<file path="config.mk">
export PLATFORM = sky130hd
export DESIGN_NAME = gregorian_date_arithmetic
export DESIGN_NICKNAME = d
export VERILOG_FILES = /design/src/rtl/gda_pkg.sv /design/src/rtl/gregorian_date_arithmetic.sv
export SDC_FILE = /design/constraint.sdc
export NUM_CORES = 2
export LEC_CHECK = 0
export BUFFER_PORTS_ARGS = -buffer_cell sky130_fd_sc_hd__buf_2
export CELL_PAD_IN_SITES_DETAIL_PLACEMENT = 1
export CELL_PAD_IN_SITES_GLOBAL_PLACEMENT = 1
export CORE_MARGIN = 2
export CORE_UTILIZATION = 40
export DETAILED_ROUTE_END_ITERATION = 7
export PLACE_DENSITY_LB_ADDON = 0.1
export SETUP_SLACK_MARGIN = 0.05
export SYNTH_ARGS = -nofsm -noshare
export SYNTH_HDL_FRONTEND = slang
export SYNTH_SLANG_ARGS = --single-unit
</file>
<file path="constraint.sdc">
create_clock -name aclk -period 16.01 [get_ports aclk]
set_clock_uncertainty 0.1 [all_clocks]
set_input_delay 3.202 -clock aclk [delete_from_list [all_inputs] [get_ports aclk]]
set_output_delay 3.202 -clock aclk [all_outputs]
set_load 0.02 [all_outputs]
</file>
<file path="src/rtl/gda_pkg.sv">
`timescale 1ns / 1ps
// ----------------------------------------------------------------------------
// gda_pkg: shared types, codes and calendar helpers for the date engine
// Holds the sequencer states, operation and order codes, width constants
// and the month length and leap count functions.
// ----------------------------------------------------------------------------
package gda_pkg;

    // default parameter values
    localparam int MAX_YEAR_DEF       = 9999;
    localparam int DAY_COUNT_BITS_DEF = 20;

    // field widths
    localparam int DAY_BITS   = 5;
    localparam int MONTH_BITS = 4;
    localparam int YEAR_BITS  = 14;
    localparam int DIFF_BITS  = 22;
    localparam int ORDER_BITS = 2;
    localparam int OP_BITS    = 2;

    // year width for leap arithmetic, covers years up to 65536
    localparam int YEAR_CALC_BITS = 17;
    // running day total, signed
    localparam int ACC_BITS = 25;

    // calendar constants
    localparam int DAYS_PER_YEAR    = 365;
    localparam int MONTHS_PER_YEAR  = 12;
    localparam int FEB_DAYS         = 28;
    localparam int LONG_MONTH_DAYS  = 31;
    localparam int SHORT_MONTH_DAYS = 30;
    localparam int CENTURY          = 100;
    localparam int DIFF_MAX         = 4194303;

    // reciprocal of 100 scaled by 2^23, exact for years up to 65536
    localparam int RECIP_100       = 83887;
    localparam int RECIP_100_SHIFT = 23;

    typedef logic signed [ACC_BITS-1:0] acc_t;

    typedef enum logic [OP_BITS-1:0] {
        OP_DIFF = 2'd0,
        OP_ADD  = 2'd1,
        OP_SUB  = 2'd2,
        OP_NONE = 2'd3
    } op_t;

    typedef enum logic [ORDER_BITS-1:0] {
        ORDER_EQUAL   = 2'd0,
        ORDER_EARLIER = 2'd1,
        ORDER_LATER   = 2'd2
    } order_t;

    typedef enum logic [3:0] {
        ST_IDLE,
        ST_DIFF_START,
        ST_YEAR_MUL,
        ST_YEAR_HI,
        ST_YEAR_LO,
        ST_MONTH_WALK,
        ST_FIRST_MONTH,
        ST_LAST_DAY,
        ST_SHIFT_ADD,
        ST_SHIFT_SUB,
        ST_RANGE_CHECK,
        ST_OUT
    } state_t;

    // floor(y / 100) by reciprocal multiply
    function automatic logic [YEAR_CALC_BITS-1:0] div100(
        input logic [YEAR_CALC_BITS-1:0] y
    );
        logic [2*YEAR_CALC_BITS-1:0] prod;
        prod = (2*YEAR_CALC_BITS)'(y) * (2*YEAR_CALC_BITS)'(RECIP_100);
        return YEAR_CALC_BITS'(prod >> RECIP_100_SHIFT);
    endfunction

    // 4/100/400 rule
    function automatic logic is_leap(input logic [YEAR_CALC_BITS-1:0] y);
        logic [YEAR_CALC_BITS-1:0] q;
        logic [YEAR_CALC_BITS-1:0] rem;
        q   = div100(y);
        rem = y - YEAR_CALC_BITS'(q * YEAR_CALC_BITS'(CENTURY));
        return ((y[1:0] == 2'd0) && (rem != '0)) || ((rem == '0) && (q[1:0] == 2'd0));
    endfunction

    // leap years among 1..y
    function automatic logic [YEAR_CALC_BITS-1:0] leaps_upto(
        input logic [YEAR_CALC_BITS-1:0] y
    );
        logic [YEAR_CALC_BITS-1:0] q;
        q = div100(y);
        return (y >> 2) - q + (q >> 2);
    endfunction

    // days in month; unknown month numbers count 30
    function automatic logic [DAY_BITS-1:0] month_len(
        input logic [MONTH_BITS-1:0]     m,
        input logic [YEAR_CALC_BITS-1:0] y
    );
        logic [DAY_BITS-1:0] len;
        case (m)
            4'd1, 4'd3, 4'd5, 4'd7, 4'd8, 4'd10, 4'd12: len = DAY_BITS'(LONG_MONTH_DAYS);
            4'd2:    len = DAY_BITS'(FEB_DAYS) + DAY_BITS'(is_leap(y));
            default: len = DAY_BITS'(SHORT_MONTH_DAYS);
        endcase
        return len;
    endfunction

endpackage

</file>
<file path="src/rtl/gregorian_date_arithmetic.sv">
`timescale 1ns / 1ps
// ----------------------------------------------------------------------------
// gregorian_date_arithmetic: date difference and day offset engine
// Difference: equal dates go straight to the result; otherwise the engine
//   sums one month per cycle, with each year and day term on the shared adder.
// Add or subtract: the date is walked one month per cycle
//   (about day_count / 30 months), then range checked.
// Throughput: one word at a time; s_ready is high only while idle.
// Reset: synchronous active-low aresetn returns the sequencer to idle.
// ----------------------------------------------------------------------------
module gregorian_date_arithmetic #(
    parameter int MAX_YEAR       = gda_pkg::MAX_YEAR_DEF,
    parameter int DAY_COUNT_BITS = gda_pkg::DAY_COUNT_BITS_DEF
) (
    input  logic                            aclk,
    input  logic                            aresetn,
    // input channel
    input  logic                            s_valid,
    output logic                            s_ready,
    input  logic [gda_pkg::OP_BITS-1:0]     s_operation,
    input  logic [gda_pkg::DAY_BITS-1:0]    s_first_day,
    input  logic [gda_pkg::MONTH_BITS-1:0]  s_first_month,
    input  logic [gda_pkg::YEAR_BITS-1:0]   s_first_year,
    input  logic [gda_pkg::DAY_BITS-1:0]    s_second_day,
    input  logic [gda_pkg::MONTH_BITS-1:0]  s_second_month,
    input  logic [gda_pkg::YEAR_BITS-1:0]   s_second_year,
    input  logic [DAY_COUNT_BITS-1:0]       s_day_count,
    // result channel
    output logic                            m_valid,
    input  logic                            m_ready,
    output logic [gda_pkg::DIFF_BITS-1:0]   m_day_difference,
    output logic [gda_pkg::ORDER_BITS-1:0]  m_date_order,
    output logic [gda_pkg::DAY_BITS-1:0]    m_result_day,
    output logic [gda_pkg::MONTH_BITS-1:0]  m_result_month,
    output logic [gda_pkg::YEAR_BITS-1:0]   m_result_year,
    output logic                            m_range_error
);

    localparam int DB  = gda_pkg::DAY_BITS;
    localparam int MB  = gda_pkg::MONTH_BITS;
    localparam int YB  = gda_pkg::YEAR_BITS;
    localparam int YC  = gda_pkg::YEAR_CALC_BITS;
    localparam int YMAX_IN = (1 << YB) - 1;
    // walking year must hold one past the larger of input range and MAX_YEAR
    localparam int WY  = $clog2(((MAX_YEAR > YMAX_IN) ? MAX_YEAR : YMAX_IN) + 2);
    // day count may grow by a few days on the first step past an odd day
    localparam int DW  = DAY_COUNT_BITS + 1;
    localparam int SW  = DW + 1;
    localparam int KB  = YB + MB + DB;

    // sequencer and datapath registers
    gda_pkg::state_t   state_reg, state_next;
    gda_pkg::op_t      op_reg, op_next;
    gda_pkg::order_t   order_reg, order_next;
    logic [DB-1:0]     fd_reg, fd_next, sd_reg, sd_next;
    logic [MB-1:0]     fm_reg, fm_next, sm_reg, sm_next;
    logic [YB-1:0]     fy_reg, fy_next, sy_reg, sy_next;
    gda_pkg::acc_t     acc_reg, acc_next;
    logic [4:0]        walk_i_reg, walk_i_next;
    logic [4:0]        walk_end_reg, walk_end_next;
    logic [YB-1:0]     walk_year_reg, walk_year_next;
    logic              walk_second_reg, walk_second_next;
    logic [DB-1:0]     cur_d_reg, cur_d_next;
    logic [MB-1:0]     cur_m_reg, cur_m_next;
    logic [WY-1:0]     cur_y_reg, cur_y_next;
    logic [DW-1:0]     days_reg, days_next;
    logic              bad_reg, bad_next;

    // earlier (l) and later (r) date of a difference
    logic              swap;
    logic [DB-1:0]     ld, rd;
    logic [MB-1:0]     lm, rm;
    logic [YB-1:0]     ly, ry;
    logic [YB-1:0]     ydiff;
    logic              span_ok;
    logic [22:0]       year_days;
    logic              same_month;

    // shared adder
    gda_pkg::acc_t     term;
    logic              term_en;

    // input compare
    logic [KB-1:0]     key_first, key_second;

    // shift step helpers
    logic [DB-1:0]     len_cur, len_walk, len_l, len_prev;
    logic [SW-1:0]     add_sum;
    logic [WY-1:0]     y_inc;
    logic [MB-1:0]     m_prev;
    logic [WY-1:0]     y_prev;

    logic [gda_pkg::DIFF_BITS-1:0] diff_clamped;
    logic              diff_sel, shift_sel;

    // order and swap
    assign key_first  = {s_first_year, s_first_month, s_first_day};
    assign key_second = {s_second_year, s_second_month, s_second_day};
    assign swap = (order_reg == gda_pkg::ORDER_LATER);
    assign ld   = swap ? sd_reg : fd_reg;
    assign lm   = swap ? sm_reg : fm_reg;
    assign ly   = swap ? sy_reg : fy_reg;
    assign rd   = swap ? fd_reg : sd_reg;
    assign rm   = swap ? fm_reg : sm_reg;
    assign ry   = swap ? fy_reg : sy_reg;

    // whole years strictly between the two dates
    assign ydiff      = ry - ly;
    assign span_ok    = (ydiff >= YB'(2));
    assign year_days  = 23'(ydiff - YB'(1)) * 23'(gda_pkg::DAYS_PER_YEAR);
    assign same_month = (ly == ry) && (lm == rm);

    // month lengths
    assign len_cur  = gda_pkg::month_len(cur_m_reg, YC'(cur_y_reg));
    assign len_walk = gda_pkg::month_len(walk_i_reg[MB-1:0], YC'(walk_year_reg));
    assign len_l    = gda_pkg::month_len(lm, YC'(ly));

    // add walk step
    assign add_sum = SW'(days_reg) + SW'(cur_d_reg);
    assign y_inc   = cur_y_reg + WY'(1);

    // subtract walk step: previous month, wrapping into the prior year
    always_comb begin
        if (cur_m_reg <= MB'(1)) begin
            m_prev = MB'(gda_pkg::MONTHS_PER_YEAR);
            y_prev = cur_y_reg - WY'(1);
        end else begin
            m_prev = cur_m_reg - MB'(1);
            y_prev = cur_y_reg;
        end
    end
    assign len_prev = gda_pkg::month_len(m_prev, YC'(y_prev));

    // select the term for the shared adder
    always_comb begin
        term    = '0;
        term_en = 1'b0;
        case (state_reg)
            gda_pkg::ST_YEAR_MUL: begin
                term_en = span_ok;
                term    = gda_pkg::acc_t'(year_days);
            end
            gda_pkg::ST_YEAR_HI: begin
                term_en = span_ok;
                term    = gda_pkg::acc_t'(gda_pkg::leaps_upto(YC'(ry - YB'(1))));
            end
            gda_pkg::ST_YEAR_LO: begin
                term_en = span_ok;
                term    = -gda_pkg::acc_t'(gda_pkg::leaps_upto(YC'(ly)));
            end
            gda_pkg::ST_MONTH_WALK: begin
                term_en = (walk_i_reg < walk_end_reg);
                term    = gda_pkg::acc_t'(len_walk);
            end
            gda_pkg::ST_FIRST_MONTH: begin
                term_en = 1'b1;
                term    = same_month ? -gda_pkg::acc_t'(ld)
                                     : gda_pkg::acc_t'(len_l) - gda_pkg::acc_t'(ld);
            end
            gda_pkg::ST_LAST_DAY: begin
                term_en = 1'b1;
                term    = gda_pkg::acc_t'(rd);
            end
            default: begin
                term_en = 1'b0;
                term    = '0;
            end
        endcase
    end

    // next state and datapath
    always_comb begin
        state_next       = state_reg;
        op_next          = op_reg;
        order_next       = order_reg;
        fd_next          = fd_reg;
        fm_next          = fm_reg;
        fy_next          = fy_reg;
        sd_next          = sd_reg;
        sm_next          = sm_reg;
        sy_next          = sy_reg;
        acc_next         = term_en ? (acc_reg + term) : acc_reg;
        walk_i_next      = walk_i_reg;
        walk_end_next    = walk_end_reg;
        walk_year_next   = walk_year_reg;
        walk_second_next = walk_second_reg;
        cur_d_next       = cur_d_reg;
        cur_m_next       = cur_m_reg;
        cur_y_next       = cur_y_reg;
        days_next        = days_reg;
        bad_next         = bad_reg;

        case (state_reg)
            gda_pkg::ST_IDLE: begin
                // take a word and load the working date
                if (s_valid) begin
                    op_next    = gda_pkg::op_t'(s_operation);
                    fd_next    = s_first_day;
                    fm_next    = s_first_month;
                    fy_next    = s_first_year;
                    sd_next    = s_second_day;
                    sm_next    = s_second_month;
                    sy_next    = s_second_year;
                    acc_next   = '0;
                    cur_d_next = s_first_day;
                    cur_m_next = s_first_month;
                    cur_y_next = WY'(s_first_year);
                    days_next  = DW'(s_day_count);
                    bad_next   = 1'b0;
                    if (key_first == key_second) begin
                        order_next = gda_pkg::ORDER_EQUAL;
                    end else if (key_first < key_second) begin
                        order_next = gda_pkg::ORDER_EARLIER;
                    end else begin
                        order_next = gda_pkg::ORDER_LATER;
                    end
                    case (gda_pkg::op_t'(s_operation))
                        gda_pkg::OP_DIFF: state_next = gda_pkg::ST_DIFF_START;
                        gda_pkg::OP_ADD:  state_next = gda_pkg::ST_SHIFT_ADD;
                        gda_pkg::OP_SUB:  state_next = gda_pkg::ST_SHIFT_SUB;
                        default:          state_next = gda_pkg::ST_OUT;
                    endcase
                end
            end

            gda_pkg::ST_DIFF_START: begin
                // finish at once for equal dates, else pick year span or same-year month walk
                if (order_reg == gda_pkg::ORDER_EQUAL) begin
                    state_next = gda_pkg::ST_OUT;
                end else if (ly != ry) begin
                    state_next = gda_pkg::ST_YEAR_MUL;
                end else begin
                    walk_i_next      = 5'(lm) + 5'd1;
                    walk_end_next    = 5'(rm);
                    walk_year_next   = ly;
                    walk_second_next = 1'b0;
                    state_next       = gda_pkg::ST_MONTH_WALK;
                end
            end

            gda_pkg::ST_YEAR_MUL: state_next = gda_pkg::ST_YEAR_HI;
            gda_pkg::ST_YEAR_HI:  state_next = gda_pkg::ST_YEAR_LO;

            gda_pkg::ST_YEAR_LO: begin
                // rest of the earlier year
                walk_i_next      = 5'(lm) + 5'd1;
                walk_end_next    = 5'(gda_pkg::MONTHS_PER_YEAR + 1);
                walk_year_next   = ly;
                walk_second_next = 1'b0;
                state_next       = gda_pkg::ST_MONTH_WALK;
            end

            gda_pkg::ST_MONTH_WALK: begin
                // one month per cycle
                if (walk_i_reg < walk_end_reg) begin
                    walk_i_next = walk_i_reg + 5'd1;
                end else if (walk_second_reg) begin
                    state_next = gda_pkg::ST_LAST_DAY;
                end else begin
                    state_next = gda_pkg::ST_FIRST_MONTH;
                end
            end

            gda_pkg::ST_FIRST_MONTH: begin
                // leading months of the later year
                if (ly != ry) begin
                    walk_i_next      = 5'd1;
                    walk_end_next    = 5'(rm);
                    walk_year_next   = ry;
                    walk_second_next = 1'b1;
                    state_next       = gda_pkg::ST_MONTH_WALK;
                end else begin
                    state_next = gda_pkg::ST_LAST_DAY;
                end
            end

            gda_pkg::ST_LAST_DAY: state_next = gda_pkg::ST_OUT;

            gda_pkg::ST_SHIFT_ADD: begin
                // advance one month, finish inside the current one, or flag a range error past MAX_YEAR
                if (days_reg == '0) begin
                    state_next = gda_pkg::ST_RANGE_CHECK;
                end else if (add_sum <= SW'(len_cur)) begin
                    cur_d_next = DB'(add_sum);
                    days_next  = '0;
                    state_next = gda_pkg::ST_RANGE_CHECK;
                end else begin
                    days_next  = DW'(add_sum - SW'(len_cur) - SW'(1));
                    cur_d_next = DB'(1);
                    if (cur_m_reg >= MB'(gda_pkg::MONTHS_PER_YEAR)) begin
                        cur_m_next = MB'(1);
                        cur_y_next = y_inc;
                        if (y_inc > WY'(MAX_YEAR)) begin
                            bad_next   = 1'b1;
                            state_next = gda_pkg::ST_OUT;
                        end
                    end else begin
                        cur_m_next = cur_m_reg + MB'(1);
                    end
                end
            end

            gda_pkg::ST_SHIFT_SUB: begin
                // step back one month, finish inside the current one, or flag a range error before year 1
                if (days_reg == '0) begin
                    state_next = gda_pkg::ST_RANGE_CHECK;
                end else if (days_reg < DW'(cur_d_reg)) begin
                    cur_d_next = cur_d_reg - DB'(days_reg);
                    days_next  = '0;
                    state_next = gda_pkg::ST_RANGE_CHECK;
                end else if ((cur_m_reg <= MB'(1)) && (cur_y_reg <= WY'(1))) begin
                    bad_next   = 1'b1;
                    state_next = gda_pkg::ST_OUT;
                end else begin
                    days_next  = days_reg - DW'(cur_d_reg);
                    cur_m_next = m_prev;
                    cur_y_next = y_prev;
                    cur_d_next = len_prev;
                end
            end

            gda_pkg::ST_RANGE_CHECK: begin
                if ((cur_y_reg == '0) || (cur_y_reg > WY'(MAX_YEAR))) begin
                    bad_next = 1'b1;
                end
                state_next = gda_pkg::ST_OUT;
            end

            gda_pkg::ST_OUT: begin
                // hold the result until taken
                if (m_ready) begin
                    state_next = gda_pkg::ST_IDLE;
                end
            end

            default: state_next = gda_pkg::ST_IDLE;
        endcase
    end

    // state register
    always_ff @(posedge aclk) begin
        if (!aresetn) begin
            state_reg <= gda_pkg::ST_IDLE;
        end else begin
            state_reg <= state_next;
        end
    end

    // datapath registers
    always_ff @(posedge aclk) begin
        op_reg          <= op_next;
        order_reg       <= order_next;
        fd_reg          <= fd_next;
        fm_reg          <= fm_next;
        fy_reg          <= fy_next;
        sd_reg          <= sd_next;
        sm_reg          <= sm_next;
        sy_reg          <= sy_next;
        acc_reg         <= acc_next;
        walk_i_reg      <= walk_i_next;
        walk_end_reg    <= walk_end_next;
        walk_year_reg   <= walk_year_next;
        walk_second_reg <= walk_second_next;
        cur_d_reg       <= cur_d_next;
        cur_m_reg       <= cur_m_next;
        cur_y_reg       <= cur_y_next;
        days_reg        <= days_next;
        bad_reg         <= bad_next;
    end

    // clamp the day total
    always_comb begin
        if (acc_reg < 0) begin
            diff_clamped = '0;
        end else if (acc_reg > gda_pkg::acc_t'(gda_pkg::DIFF_MAX)) begin
            diff_clamped = gda_pkg::DIFF_BITS'(gda_pkg::DIFF_MAX);
        end else begin
            diff_clamped = gda_pkg::DIFF_BITS'(acc_reg);
        end
    end

    // result word
    assign diff_sel  = (op_reg == gda_pkg::OP_DIFF);
    assign shift_sel = (op_reg == gda_pkg::OP_ADD) || (op_reg == gda_pkg::OP_SUB);

    assign s_ready          = (state_reg == gda_pkg::ST_IDLE);
    assign m_valid          = (state_reg == gda_pkg::ST_OUT);
    assign m_day_difference = diff_sel ? diff_clamped : '0;
    assign m_date_order     = diff_sel ? order_reg : gda_pkg::ORDER_EQUAL;
    assign m_result_day     = shift_sel ? (bad_reg ? fd_reg : cur_d_reg) : '0;
    assign m_result_month   = shift_sel ? (bad_reg ? fm_reg : cur_m_reg) : '0;
    assign m_result_year    = shift_sel ? (bad_reg ? fy_reg : YB'(cur_y_reg)) : '0;
    assign m_range_error    = shift_sel && bad_reg;

endmodule
</file>
Word-level counts from Yosys, hierarchy flattened:

Cells that the tools add are included.

* register bits: 150
* output and inout port bits: 50
* logic and storage cells: 303

* order comparisons: 12
* add/subtract/negate cells: 30
* reductions and logical operators: 58
* $mul: 10
* equality and inequality tests: 72
* muxes and demuxes: 102

Operators by type and width (count)
* $pmux W25 S6: 1
* $mux W21: 6
* $mux W15: 8
* $mux W25: 4
* $mux W14: 7
* $mux W4: 23
* $mux W5: 17
* $logic_not A17 Y1: 4
* $reduce_bool A17 Y1: 4
* $mux W22: 3
* $eq A4 B4 Y1 const B: 16
* $mul A15 B17 Y32 const B: 2
* $pmux W21 S3: 1
* $mul A14 B17 Y31 const B: 2
* $eq A4 B3 Y1 const B: 12
* $pmux W15 S3: 1
* $pmux W4 S11: 1
* $pmux W14 S3: 1
* $sub A21 B5 Y21: 2
* $eq A4 B2 Y1 const B: 10
* $pmux W5 S2: 4
* $mul A17 B17 Y34 const B: 1
* $sub A15 B16 Y17: 2
* $sub A14 B15 Y16: 2
* 71 further kinds: 150

Longest topological paths before layout:

* depth in word-level cells: 17
* depth in mapped cells: 81
* mapped depth without buffers: 77

Worst setup path after synthesis:

No wires, ideal clock.

* path kind: flip-flop to flip-flop
* start: register order_reg[1]
* end: register acc_reg[23]
* arrival time: 15.917 ns
* slack: -0.128 ns
* setup time: 0.121 ns
* cell stages (with the launch flop): 75
* buffers on the path: 8
* clock period less this slack: 16.138 ns
* cells stage by stage: edfxtp_1 -> nand2b_1 -> buf_6 -> clkbuf_1 -> buf_1 -> buf_1 -> clkbuf_1 -> buf_1 -> clkbuf_1 -> nand2_1 -> o21ai_0 -> inv_1 -> fa_1 -> fa_1 -> inv_1 -> fa_1 -> inv_1 -> fa_1 -> [... 39 more ...] -> or2_2 -> ha_1 -> a21o_1 -> a21oi_1 -> o21ai_0 -> a21oi_1 -> o21ai_0 -> a21oi_1 -> o21bai_1 -> a21oi_1 -> o21ai_0 -> a41oi_1 -> a21oi_1 -> a211oi_1 -> o31ai_1 -> a21oi_1 -> xor2_1 -> mux2i_1

* cells in the longest elaborated chain, start to end: 17

RTL lines
* start, declared: RTL line gregorian_date_arithmetic.sv:54 `gda_pkg::order_t order_reg, order_next;`
* start signal, assigned: RTL line gregorian_date_arithmetic.sv:352 `order_reg <= order_next;`
* $eq A2 B2 Y1 (*): RTL line gregorian_date_arithmetic.sv:99 `assign swap = (order_reg == gda_pkg::ORDER_LATER);`
* $mux W14: RTL line gregorian_date_arithmetic.sv:102 `assign ly = swap ? sy_reg : fy_reg;`
* $mul A14 B17 Y31: RTL line gda_pkg.sv:74 `prod = (2*YEAR_CALC_BITS)'(y) * (2*YEAR_CALC_BITS)'(RECIP_100);`
* $mul A8 B5 Y13: RTL line gda_pkg.sv:83 `rem = y - YEAR_CALC_BITS'(q * YEAR_CALC_BITS'(CENTURY));`
* $sub A14 B15 Y16: RTL line gda_pkg.sv:83
* $reduce_bool A17 Y1 / $logic_not A17 Y1 (equally long branches): RTL line gda_pkg.sv:84 `return ((y[1:0] == 2'd0) && (rem != '0)) || ((rem == '0) && (q[1:0] == 2'd0));`
* $logic_and A1 B1 Y1: RTL line gda_pkg.sv:84
* $logic_or A1 B1 Y1: RTL line gda_pkg.sv:84
* [... 2 more ...]
* $sub A5 B5 Y6: RTL line gregorian_date_arithmetic.sv:158 `: gda_pkg::acc_t'(len_l) - gda_pkg::acc_t'(ld);`
* $mux W25: RTL line gregorian_date_arithmetic.sv:157 `term = same_month ? -gda_pkg::acc_t'(ld)`
* $pmux W25 S6: RTL line gregorian_date_arithmetic.sv:138 `case (state_reg)`
* $add A25 B25 Y25: RTL line gregorian_date_arithmetic.sv:182 `acc_next = term_en ? (acc_reg + term) : acc_reg;`
* $mux W25 (*): RTL line gregorian_date_arithmetic.sv:182
* $mux W25: RTL line gregorian_date_arithmetic.sv:196 `if (s_valid) begin`
* $mux W25 (*): RTL line gregorian_date_arithmetic.sv:193 `case (state_reg)`
* named net acc_next[23]: RTL line gregorian_date_arithmetic.sv:58 `gda_pkg::acc_t acc_reg, acc_next;`
* end signal, assigned: RTL line gregorian_date_arithmetic.sv:359 `acc_reg <= acc_next;`
* end, declared: RTL line gregorian_date_arithmetic.sv:58

Mark *: on every way through the listed nets, which the timed path passes. The rest lies on a longest branch.
A chain may end at the register's enable or synchronous reset.

Worst setup path after layout:

* start: register order_reg[1]
* end: register acc_reg[24]

Same word-level chain as after synthesis.

==> metrics.md <==
| Metric | Value |
|---|---|
| Status | completed |
| Final period util | 93.57% |
| CP max stage cell | fa_1 |
| Fmax | 66.75 MHz |
| Syn. warnings | 0 |
| CTS tree | done |
| HP Class | reg2reg |
| Final Non-Filler Cells | 6531 |
| Die H | 339.2 µm |
| Die Width | 339.2 µm |
| Fill cells | 13085 |
| Total routed wirelength | 139500 µm |
| Crit path capture type | register |
| Largest area contributor in the netlist | ha_1 |
| FP Rows | 122 |
| Critical path's largest stage delay | 0.57 ns |
| Post-layout min period | 14.98 ns |
| Total core area | 0.1111 mm² |
| Hold Vio Cnt, Final | 0 |
| Ranking of synthesized cells by area | ha_1 (28%), fa_1 (24%), edfxtp_1 (8.0%) |
| Clock insertion delay at the later pin of the skew report | 0.49 ns |
| Total CTS buffers | 17 |
| Dpl ws | 0.1269 ns |
| Initial antenna violation count | 14 |
| DRT Pass-1 Iters | 5 |
| Average wire per standard cell | 21.36 µm |
| Maximum capacitance violations | 0 |
| Syn avg cell area | 9.184 µm² |
| I/O pin cnt | 122 |
| Clk sink count | 149 |
| Congestion Overflow GR | 0 |
| Slew HR | 16.66% |
| Worst EP required | 16.28 ns |
| Final Wtd Congestion | 0.8792 |
| Nets@finish | 6625 |
| Final setup margin | 1.029 ns |
| Via count | 34817 |
| Count leader, synth | ha_1 |
| Hold buffers post-CTS | 0 |
| Number of setup violations in the final report | 0 |
| Buffers on Ports | 121 |
| Max reg flops | 25 |
| Share of synthesized registers carrying an async set or reset | 0% |
| Fin. max-slew vios | 0 |
| Worst-Margin Slew | 1.215 ns |
| Clk buf depth | 2 |
| Cell mode on critical path | inv_1 |
| Flops & latches, synth | 149 |
| Kind of critical path | reg2reg |
| Clock transition at the registers of the reported paths | 0.08 ns |
| H-tree depth | 4 |
| Cells after Synth | 4893 |
| Initial DRC count | 1721 |
| CTS Root Cell | clkbuf_16 |
| Routed Antenna Nets | 0 |
| Die area | 0.1150 mm² |
| Synth top area share | 27.76% |
| Synth cell types | 94 |
| Crit path launch type | register |
| Vias in the first global route | 37372 |
| Synthesized Nets | 6491 |
| Placed Cells | 6481 |
| CP Data Arrival Time | 15.25 ns |
| EDFF count, synth | 120 |
| Gr usage total | 24.62% |
| Synth Flop Type | edfxtp_1 |
| Post-synthesis sequential area ratio | 9.311% |
| Mapped Area | 0.04494 mm² |
| DRC Markers | 0 |
| Top post-synthesis cells by count | ha_1 (997), inv_1 (908), fa_1 (529), nor2_1 (245), nand2_1 (234) |
| Share of layout cells above drive strength 1 | 7.004% |
| Vias per cell | 5.331 |
| Dpl hpwl | 121600 µm |
| Initial Utilization | 40.44% |
| Worst-path fanout max | 7 |
| First-pass GRT wire length | 220800 µm |
| Area grow syn2layout | 8.180% |
| Largest net degree at the start of global routing | 63 |
[logic make-up after synthesis]
kind of cell	synth area share (%)
adders and majority gates	51.51
buffers and inverters	8.628
and+or+nand+nor	10.30
AOI/OAI and AO/OA	11.84
xor gates and xnor gates	6.315
DFF	9.311
muxes	2.099
[placed cells by master (no fill, tap or decap), types with 91 or more instances in the layout]
cell type  netlist  routed
nor2_1         245     243
ha_1           997     996
buf_4            1     105
buf_2            6     121
fa_1           529     529
nand2_1        234     233
a21oi_1        216     208
nor3_1          95      91
xnor2_1        226     223
inv_1          908     906
edfxtp_1       120     120
o21ai_0        190     187
xor2_1          98      98
[per-layer routing]
layer	track usage, %	up-vias	wire length (µm)
li1	-	16717	-
met1	34.38	17441	66460
met2	41.07	520	64980
met3	2.862	119	5002
met4	4.932	20	2927
met5	0	-	126
[final cells by class]
| type | count | area (µm²) | area share (%) |
|---|---|---|---|
| clock buffer | 19 | 452.9 | 0.9317 |
| multi-input combinational | 3720 | 37100 | 76.32 |
| clock inverter | 13 | 167.7 | 0.3449 |
| sequential | 149 | 4185 | 8.609 |
| antenna | 3 | 7.507 | 0.01544 |
| timing repair buffer | 227 | 1405 | 2.890 |
| tap | 1488 | 1862 | 3.830 |
| inverter | 912 | 3432 | 7.060 |
[path summary, 6_finish.rpt]
check               start          end  slack, ns  cells past startpoint
max reg2reg  order_reg[1]  acc_reg[24]       1.03                     70
min reg2reg   acc_reg[23]  acc_reg[23]       0.39                      2
max          order_reg[1]  acc_reg[24]       1.03                     70
min           acc_reg[23]  acc_reg[23]       0.39                      2
[worst max-delay path: cells and delay by family, from the launching register on]
family          cells  cell delay (ns)
fa+ha+maj          13             5.27
compound gates     23             4.53
simple gates       17             2.57
buf+inv            13             1.31
xor+xnor            4             0.56
flops               1             0.50
[stage by stage]
| stage | utilization, % | area [µm²] | TNS, ns | hold WS, ns |
|---|---|---|---|---|
| 2_1_floorplan | - | 44940 | 0 | 0.3476 |
| 3_3_place_gp | 42.95 | 47730 | 0 | 0.3795 |
| 3_5_place_dp | 42.95 | 47730 | 0 | 0.3768 |
| 4_1_cts | 43.52 | 48360 | 0 | 0.3887 |
| 5_1_grt | 43.74 | 48610 | -0.04500 | 0.4205 |
| 6_report | 43.75 | 48610 | 0 | 0.3853 |
[timing repair]
item | 4_1_cts | 5_1_grt
resized for setup | 1 | 32
gates cloned | 0 | 2
pin swaps | 0 | 13
endpoints found under the setup margin | 2 | 14
setup buffers | 0 | 13
Power is not shown: default switching activity piles up to over one toggle a cycle in this logic, so the estimate is an artifact.
